$ cat src/rtl/bfd_pkg.sv
// shared types and constants for the box filter downscale unit
package bfd_pkg;

    localparam int PIX_W      = 8;
    localparam int LANES_MAX  = 4;
    localparam int SUM_W      = 20;
    localparam int CNT_W      = 12;
    localparam int FAC_W      = 7;
    localparam int AREA_W     = 14;
    localparam int DIM_W      = 13;
    localparam int OWR_W      = 11;
    localparam int CH_W       = 3;
    localparam int IDX_W      = 3;
    localparam int CFG_DATA_W = 13;
    localparam int COL_W      = 10;
    localparam int ROW_W      = 12;
    localparam int IN_W       = LANES_MAX * PIX_W;
    localparam int OUT_W      = 56;

    typedef enum logic [IDX_W-1:0] {
        REG_SRC_WIDTH  = 3'd0,
        REG_SRC_HEIGHT = 3'd1,
        REG_FACTOR_X   = 3'd2,
        REG_FACTOR_Y   = 3'd3,
        REG_OUT_WIDTH  = 3'd4,
        REG_OUT_HEIGHT = 3'd5,
        REG_CHANNELS   = 3'd6
    } t_reg_idx;

    typedef struct packed {
        logic [DIM_W-1:0]  sw;
        logic [DIM_W-1:0]  sh;
        logic [FAC_W-1:0]  fx;
        logic [FAC_W-1:0]  fy;
        logic [DIM_W-1:0]  ow;
        logic [DIM_W-1:0]  oh;
        logic [CH_W-1:0]   nch;
        logic [AREA_W-1:0] area;
    } t_cfg;

    typedef struct packed {
        logic accept;
        logic accum;
        logic div_start;
        logic div_step;
        logic sync_start;
        logic sync_step;
        logic out_load;
    } t_cmd;

    typedef struct packed {
        logic in_range;
        logic last;
        logic div_done;
        logic sync_done;
    } t_sts;

endpackage

$ cat src/rtl/bfd_ctrl.sv
// controller state machine for the box filter downscale unit
module bfd_ctrl (
    input  logic          i_clk,
    input  logic          i_rst_n,
    input  logic          i_s_tvalid,
    output logic          o_s_tready,
    input  logic          i_cfg_valid,
    output logic          o_cfg_ready,
    output logic          o_m_tvalid,
    input  logic          i_m_tready,
    input  bfd_pkg::t_sts i_sts,
    output bfd_pkg::t_cmd o_cmd
);
    import bfd_pkg::*;

    typedef enum logic [4:0] {
        ST_IDLE = 5'b00001,
        ST_SYNC = 5'b00010,
        ST_ADD  = 5'b00100,
        ST_DIV  = 5'b01000,
        ST_OUT  = 5'b10000
    } t_state;

    t_state r_state, n_state;
    logic   r_pend, n_pend;
    logic   r_ovld, n_ovld;

    always_comb begin
        n_state     = r_state;
        n_pend      = r_pend;
        n_ovld      = r_ovld;
        o_cmd       = '0;
        o_s_tready  = 1'b0;
        o_cfg_ready = 1'b0;
        if (r_ovld && i_m_tready) begin
            n_ovld = 1'b0;
        end
        case (r_state)
            ST_IDLE: begin
                o_cfg_ready = 1'b1;
                o_s_tready  = !r_pend && !i_cfg_valid;
                if (i_cfg_valid) begin
                    n_pend = 1'b1;
                end else if (r_pend) begin
                    o_cmd.sync_start = 1'b1;
                    n_pend           = 1'b0;
                    n_state          = ST_SYNC;
                end else if (i_s_tvalid) begin
                    o_cmd.accept = 1'b1;
                    if (i_sts.in_range) begin
                        n_state = ST_ADD;
                    end
                end
            end
            ST_SYNC: begin
                o_cmd.sync_step = 1'b1;
                if (i_sts.sync_done) begin
                    n_state = ST_IDLE;
                end
            end
            ST_ADD: begin
                o_cmd.accum = 1'b1;
                if (i_sts.last) begin
                    o_cmd.div_start = 1'b1;
                    n_state         = ST_DIV;
                end else begin
                    n_state = ST_IDLE;
                end
            end
            ST_DIV: begin
                o_cmd.div_step = 1'b1;
                if (i_sts.div_done) begin
                    n_state = ST_OUT;
                end
            end
            ST_OUT: begin
                if (!r_ovld || i_m_tready) begin
                    o_cmd.out_load = 1'b1;
                    n_ovld         = 1'b1;
                    n_state        = ST_IDLE;
                end
            end
            default: begin
                n_state = ST_IDLE;
            end
        endcase
    end

    always_ff @(posedge i_clk) begin
        if (!i_rst_n) begin
            r_state <= ST_IDLE;
            r_pend  <= 1'b0;
            r_ovld  <= 1'b0;
        end else begin
            r_state <= n_state;
            r_pend  <= n_pend;
            r_ovld  <= n_ovld;
        end
    end

    assign o_m_tvalid = r_ovld;

endmodule

$ cat config.mk
export PLATFORM = sky130hd
export DESIGN_NAME = bfd_ctrl
export DESIGN_NICKNAME = d
export VERILOG_FILES = /design/src/rtl/bfd_pkg.sv /design/src/rtl/bfd_ctrl.sv
export SDC_FILE = /design/constraint.sdc
export NUM_CORES = 1
export LEC_CHECK = 0
export BUFFER_PORTS_ARGS = -buffer_cell sky130_fd_sc_hd__buf_2
export CAP_MARGIN = 20
export CORE_AREA = 2 2 39 41
export DETAILED_ROUTE_END_ITERATION = 16
export DIE_AREA = 0 0 41 43
export SYNTH_ARGS = -nofsm -noshare
export SYNTH_HDL_FRONTEND = slang
export SYNTH_SLANG_ARGS = --single-unit
$ cat constraint.sdc
create_clock -name i_clk -period 1.2 [get_ports i_clk]
set_input_delay 0.12 -clock i_clk [delete_from_list [all_inputs] [get_ports i_clk]]
set_output_delay 0.12 -clock i_clk [all_outputs]
set_load 0.05 [all_outputs]
==> results of run 1 <==
-- power groups by stage --
stage	Clock, mW	Combinational [mW]	Sequential [mW]
floorplan	0	0.109	0.256
global placement	0	0.181	0.256
detailed placement	0	0.182	0.256
CTS	0.232	0.218	0.253
global route	0.244	0.241	0.254
finish	0.219	0.227	0.253
-- per-stage QoR --
stage                     total power, mW  cell area (um^2)  TNS [ps]
after floorplan                     0.366               473     -1760
after global placement              0.437               678      -741
after detailed placement            0.438               678      -896
after CTS                           0.703               821     -2240
after global routing                0.738               888     -3400
final                               0.698               888     -2450
-- cells in the mapped netlist, drive strengths merged --
library cell  instances
nor2                  6
nor3b                 3
and3                  1
mux2i                 2
o21ai                 1
nor3                  2
nand2                 4
and2                  1
nand3                 2
nor2b                 5
and3b                 2
and2b                 1
a21boi                1
o21a                  2
buf                   1
a21oi                 2
o32a                  1
nand4                 1
or3                   1
inv                   1
a31oi                 1
a2bb2oi               1
dfxtp                 7
-- routing by layer --
| layer | track usage | vias to the layer above |
|---|---|---|
| met4 | 0.120 | 0 |
| li1 | - | 253 |
| met5 | 0 | - |
| met2 | 0.272 | 14 |
| met3 | 0.0314 | 2 |
| met1 | 0.195 | 231 |
-- sequential cells by signal, summed over array words and instances (netlist names) --
name,cells
o_m_tvalid,1
r_state,5
r_pend,1
-- cells by family after synthesis --
| kind of cell | synth area share |
|---|---|
| compound gates | 0.150 |
| buf+inv | 0.0269 |
| flops | 0.335 |
| mux | 0.0479 |
| simple gates | 0.440 |
-- worst min-delay path by stage --
stage	slack (ps)	endpoint	startpoint
global route	150	r_state[0]$_SDFFE_PN1P_	i_rst_n
global placement	420	r_state[0]$_SDFFE_PN1P_	i_rst_n
detailed placement	420	r_state[0]$_SDFFE_PN1P_	i_rst_n
finish	140	r_state[0]$_SDFFE_PN1P_	i_rst_n
floorplan	210	r_state[0]$_SDFFE_PN1P_	i_rst_n
CTS	130	r_state[0]$_SDFFE_PN1P_	i_rst_n
-- critical path: stages, from the launching register on --
cell and delay, ps:
dfxtp_2 340, nor2_4 150, nand3_4 120, buf_12 150
nor3b_4 200, buf_6 180
-- repair_timing --
item / in CTS / in global routing
setup buffers: 2 / 4
gates resized for setup: 30 / 13
pin swaps: 7 / 8
setup endpoints to repair: 13 / 13
-- cell type report --
type / count / area, um^2
fill: 117 / 495
multi-input combinational: 40 / 353
timing repair buffer: 36 / 335
sequential: 7 / 150
clock buffer: 4 / 26.3
tap: 16 / 20.0
inverter: 1 / 3.75
==> impl_results.md, run 1 <==
- Initial core utilization: 0.302
- Worst skew pair latency: 260 ps
- Placeable Area: 1380 um^2
- Final hold slack: 136 ps
- Final Hold Viols: 0
- YS warnings: 0
- Die Y-Extent: 43 um
- Clk network pwr share: 0.314
- GR Overflow Total: 0
- Most frequent cells in the layout: buf_6, buf_4, buf_2
- RSZ-0062 raised after global routing: true
- Final ANT Viol Nets: 0
- Crit start category: flip-flop
- CP required: 1080 ps
- Syn Nets: 58
- Final period util: 1.27
- Syn Area/Cell: 8.53 um^2
- Register area share after synthesis: 0.335
- Total track usage: 0.172
- Max Slew Vio Count: 0
- Max Cap Viol: 0
- Flop pwr share: 0.362
- Tmin final: 1530 ps
- DR pass1 iterations: 4
- Post-route setup slack: -326 ps
- Detail Placement HPWL: 829 um
- Initial drt markers: 3
- R2r setup slk: -170 ps
- Status: finished with violations
- Max clock buf depth: 2
- Metal3 WL: 51 um
- Routed WL: 1.28 mm
- Switch share: 0.307
- Via count: 500
- I/O Buffers: 18
- Met2 WL: 706 um
- Initial antenna violation count: 0
- Slew Limit Headroom: 0.840
- First-pass GRT wire length: 2.01 mm
- Inserted Clock Buffers: 3
- Share of the synthesized area in the top cell type: 0.335
- Reg-to-Reg End: r_state[0]$_SDFFE_PN1P_
- Sink Count: 7
- Max Clock Freq: 655 MHz
- Routed len/inst: 12.3 um
- Int Power: 484 uW
- Vias in the first global route: 497
- Diode count: 0
- CP Class: flip-flop to output pin
- Leakage: 0.393 nW
- Die Width: 41 um
- Gate power share: 0.325
- H-tree levels: 1
- Root Driver: clkbuf_4
- Die ar.: 1760 um^2
- Hold Path Class: primary input to flip-flop
- Largest net degree at the start of global routing: 9
- Origin of the worst setup path: r_state[2]$_SDFFE_PN0P_
- Post-layout net count: 98
- Via/cell ratio: 4.81
- Site Rows: 14
- Clock Skews: 7.53 ps
- Pre-CTS setup slack: -159 ps
- Number of distinct library cells after synthesis: 26
- Crit path capture: o_cmd[2]
- TritonCTS clock tree: built
- Worst-path clk slew: 60 ps
- Met1 Routed Length: 514 um
- Layout Utilization: 0.642
- Synth Cell Area: 418 um^2
- Worst VDD drop: 0.000668 V
- Layout cells sized above 1: 0.716
- Final setup fails: 13
- Worst-path fanout max: 3
- Synth area leader: dfxtp_1
- Failing checks: setup timing
- Area Growth Syn to Fin: 113%
- Placed Cells: 94
- Critical Path AT: 1410 ps
- Worst-Margin Slew: 240 ps
- Power Density: 786 nW/um^2
- Max Used Layer: met4
- Post-Layout Cell Count: 104
- DRC errors left: 0
- Synth Instances: 49
- IO Pins: 19
- Path depth of the worst reg2reg path: 7
- Hold_buf cts: 0
- RD Place Congestion: 0.744
- Crit. End Element: output pin
- Hold Path Depth: 2
- #FFs+latches synth: 7
- RR Startpoint: r_state[2]$_SDFFE_PN0P_
- Commonest non-fill, non-tap cell in the layout: buf_6
- Psw: 214 uW
- Synth top area cells: dfxtp_1, nor2b_1, nor3b_2
No activity file was read; power rests on OpenSTA's default activity.
==> run 2: changes to the inputs <==
REMOVE_ABC_BUFFERS = 1   (was not set)
==> run 2 against run 1 <==
  * Sequential share of layout area rose by 1.6 points
  * Wire length is 9.7% lower
  * Die area is the same
  * Largest power group unchanged
  * The run still ends with setup timing left
  * First-iteration DRC count fell by 33%
  * Fmax rose by 2.0%
  * Cell count shrank 3.8%
  * Register-to-register slack about the same
  * Critical path depth shrank 2
  * Critical endpoint is now o_cmd[1]
  * Global-route usage is 2.5 points lower
==> impl_results.md, run 2 (synthesis results as in run 1) <==
- Tmin final: 1500 ps (-30.6 ps)
- Post-route setup TNS: -2030 ps (+415 ps)
- Initial antenna violation count: 0 (unchanged)
- Post-route setup slack: -296 ps (+30.6 ps)
- Max Clock Freq: 669 MHz (+2.0%)
- Worst skew pair latency: 250 ps (about the same)
- Min-Delay Endpoint: r_state[0]$_SDFFE_PN1P_
- RSZ-0062 raised after global routing: true
- Gate power share: 0.298 (-0.027)
- Switch share: 0.304 (-0.00315)
- Path depth of the worst reg2reg path: 5 (-2)
- Die ar.: 1760 um^2 (unchanged)
- Vias in the first global route: 454 (-8.7%)
- Post-layout net count: 94 (-4.1%)
- Slew Limit Headroom: 0.834 (-0.00556)
- Power Density: 806 nW/um^2 (+2.6%)
- Placed Cells: 93 (-1.1%)
- TritonCTS clock tree: built
- Total power: 659 uW (-5.7%)
- Worst-path fanout max: 3 (unchanged)
- Int Power: 459 uW (-5.2%)
- Sink Count: 7 (unchanged)
- Crit start category: flip-flop
- R2r setup slk: -170 ps (about the same)
- Hold Path Class: primary input to flip-flop
- Diode count: 0 (unchanged)
- Leakage: 0.369 nW (-6.1%)
- Site Rows: 14 (unchanged)
- Clock Skews: 1.67 ps (-5.86 ps)
- Final period util: 1.25 (-0.0255)
- DRC errors left: 0 (unchanged)
- Routed len/inst: 11.6 um (-6.1%)
- Via/cell ratio: 4.87 (+1.3%)
- First-pass GRT wire length: 1.73 mm (-14%)
- DR pass1 iterations: 2 (-2)
- Die Y-Extent: 43 um (unchanged)
- Final ANT Viol Nets: 0 (unchanged)
- Clk network pwr share: 0.322 (+0.008)
- Max clock buf depth: 2 (unchanged)
- IO Pins: 19 (unchanged)
- Worst VDD drop: 0.000551 V (-17%)
- Failing checks: setup timing
- Root Driver: clkbuf_4
- Critical Path AT: 1380 ps (-30 ps)
- Reg-to-Reg End: r_state[1]$_SDFFE_PN0P_
- Initial core utilization: 0.302 (unchanged)
- Psw: 200 uW (-6.6%)
- Inserted Clock Buffers: 3 (unchanged)
- Detail Placement HPWL: 798 um (-3.8%)
- Crit. End Element: output pin
- Worst hold path startpoint: i_rst_n
- Initial drt markers: 2 (-1)
- Routed WL: 1.16 mm (-9.7%)
- RD Place Congestion: 0.746 (+0.26%)
- Worst-Margin Slew: 250 ps (+10.6 ps)
- RR Startpoint: r_state[4]$_SDFFE_PN0P_
- Layout cells sized above 1: 0.655 (-0.0611)
- Max Slew Vio Count: 0 (unchanged)
- Final setup fails: 12 (-1)
- Via count: 487 (-2.6%)
- CP Class: flip-flop to output pin
- Total track usage: 0.148 (-0.0246)
- I/O Buffers: 18 (unchanged)
- Status: finished with violations
- CP required: 1080 ps (about the same)
- Largest net degree at the start of global routing: 9 (unchanged)
- Max reg flops: 5 (unchanged)
- Post-Layout Cell Count: 100 (-3.8%)
- Most frequent cells in the layout: buf_6, buf_4, buf_2
- Area Growth Syn to Fin: 95.5%
- Final Hold Viols: 0 (unchanged)
- Worst-path clk slew: 50 ps (about the same)
- Max Cap Viol: 0 (unchanged)
- Hold Path Depth: 2 (unchanged)
- Die Width: 41 um (unchanged)
- H-tree levels: 1 (unchanged)
- GR Overflow Total: 0 (unchanged)
- Placeable Area: 1380 um^2 (unchanged)
- Flop pwr share: 0.380 (+0.018)
- Top reg by flops: r_state
-- run 2: changes by cell type in the layout (fill, tap and decap cells not counted), sizes merged --
cell	delta
buf	-4
-- run 2: worst max path at each step --
stage                                       start  endpoint  slack [ps]  cells after the start
final                     r_state[4]$_SDFFE_PN0P_  o_cmd[1]        -300                      3
after global routing      r_state[2]$_SDFFE_PN0P_  o_cmd[6]        -360                      5
after CTS                 r_state[4]$_SDFFE_PN0P_  o_cmd[1]        -300                      3
after detailed placement  r_state[2]$_SDFFE_PN0P_  o_cmd[6]        -140                      5
after global placement    r_state[2]$_SDFFE_PN0P_  o_cmd[6]        -140                      5
after floorplan           r_state[2]$_SDFFE_PN0P_  o_cmd[6]        -850                      4
-- run 2: layout make-up --
| cell class | instances | area, um^2 |
|---|---|---|
| Clock buffer | 4 | 26.3 |
| Timing Repair Buffer | 32 | 267 |
| Sequential cell | 7 | 151 |
| Tap cell | 16 | 20.0 |
| Fill cell | 130 | 567 |
| Inverter | 1 | 3.75 |
| Multi-Input combinational cell | 40 | 349 |
-- run 2: power groups by stage --
stage	combinational (mW)	clock, mW	sequential, mW
2_1_floorplan	0.0945	0	0.253
3_3_place_gp	0.153	0	0.253
3_5_place_dp	0.153	0	0.253
4_1_cts	0.174	0.225	0.249
5_1_grt	0.210	0.242	0.252
6_report	0.197	0.212	0.250
-- run 2: routing by layer --
metal / vias up / wire, um / global-route usage
met5: - / 0 / 0
met4: 0 / 21 / 0.0800
met3: 2 / 62 / 0.0471
met2: 16 / 623 / 0.222
met1: 224 / 450 / 0.177
li1: 245 / - / -
-- run 2: stage by stage --
stage	hold slack, ps	instance area, um^2	util	worst slack [ps]
after floorplan	210	410	-	-845
after global placement	432	603	0.436	-139
after detailed placement	419	603	0.436	-137
after CTS	139	762	0.551	-301
after global routing	156	817	0.590	-364
final	147	817	0.590	-296
-- run 2: worst max-delay path: stages (launching register included) --
cell and delay, ps:
dfxtp_2 330, or3_4 400, nor3b_4 210, buf_6 180
-- run 2: timing repair --
item / CTS / global route
endpoints found under the setup margin: 12 / 13
buffers inserted: 4 / 1
hold buffers: 0 / 0
pin swaps: 8 / 5
resized for setup: 32 / 18
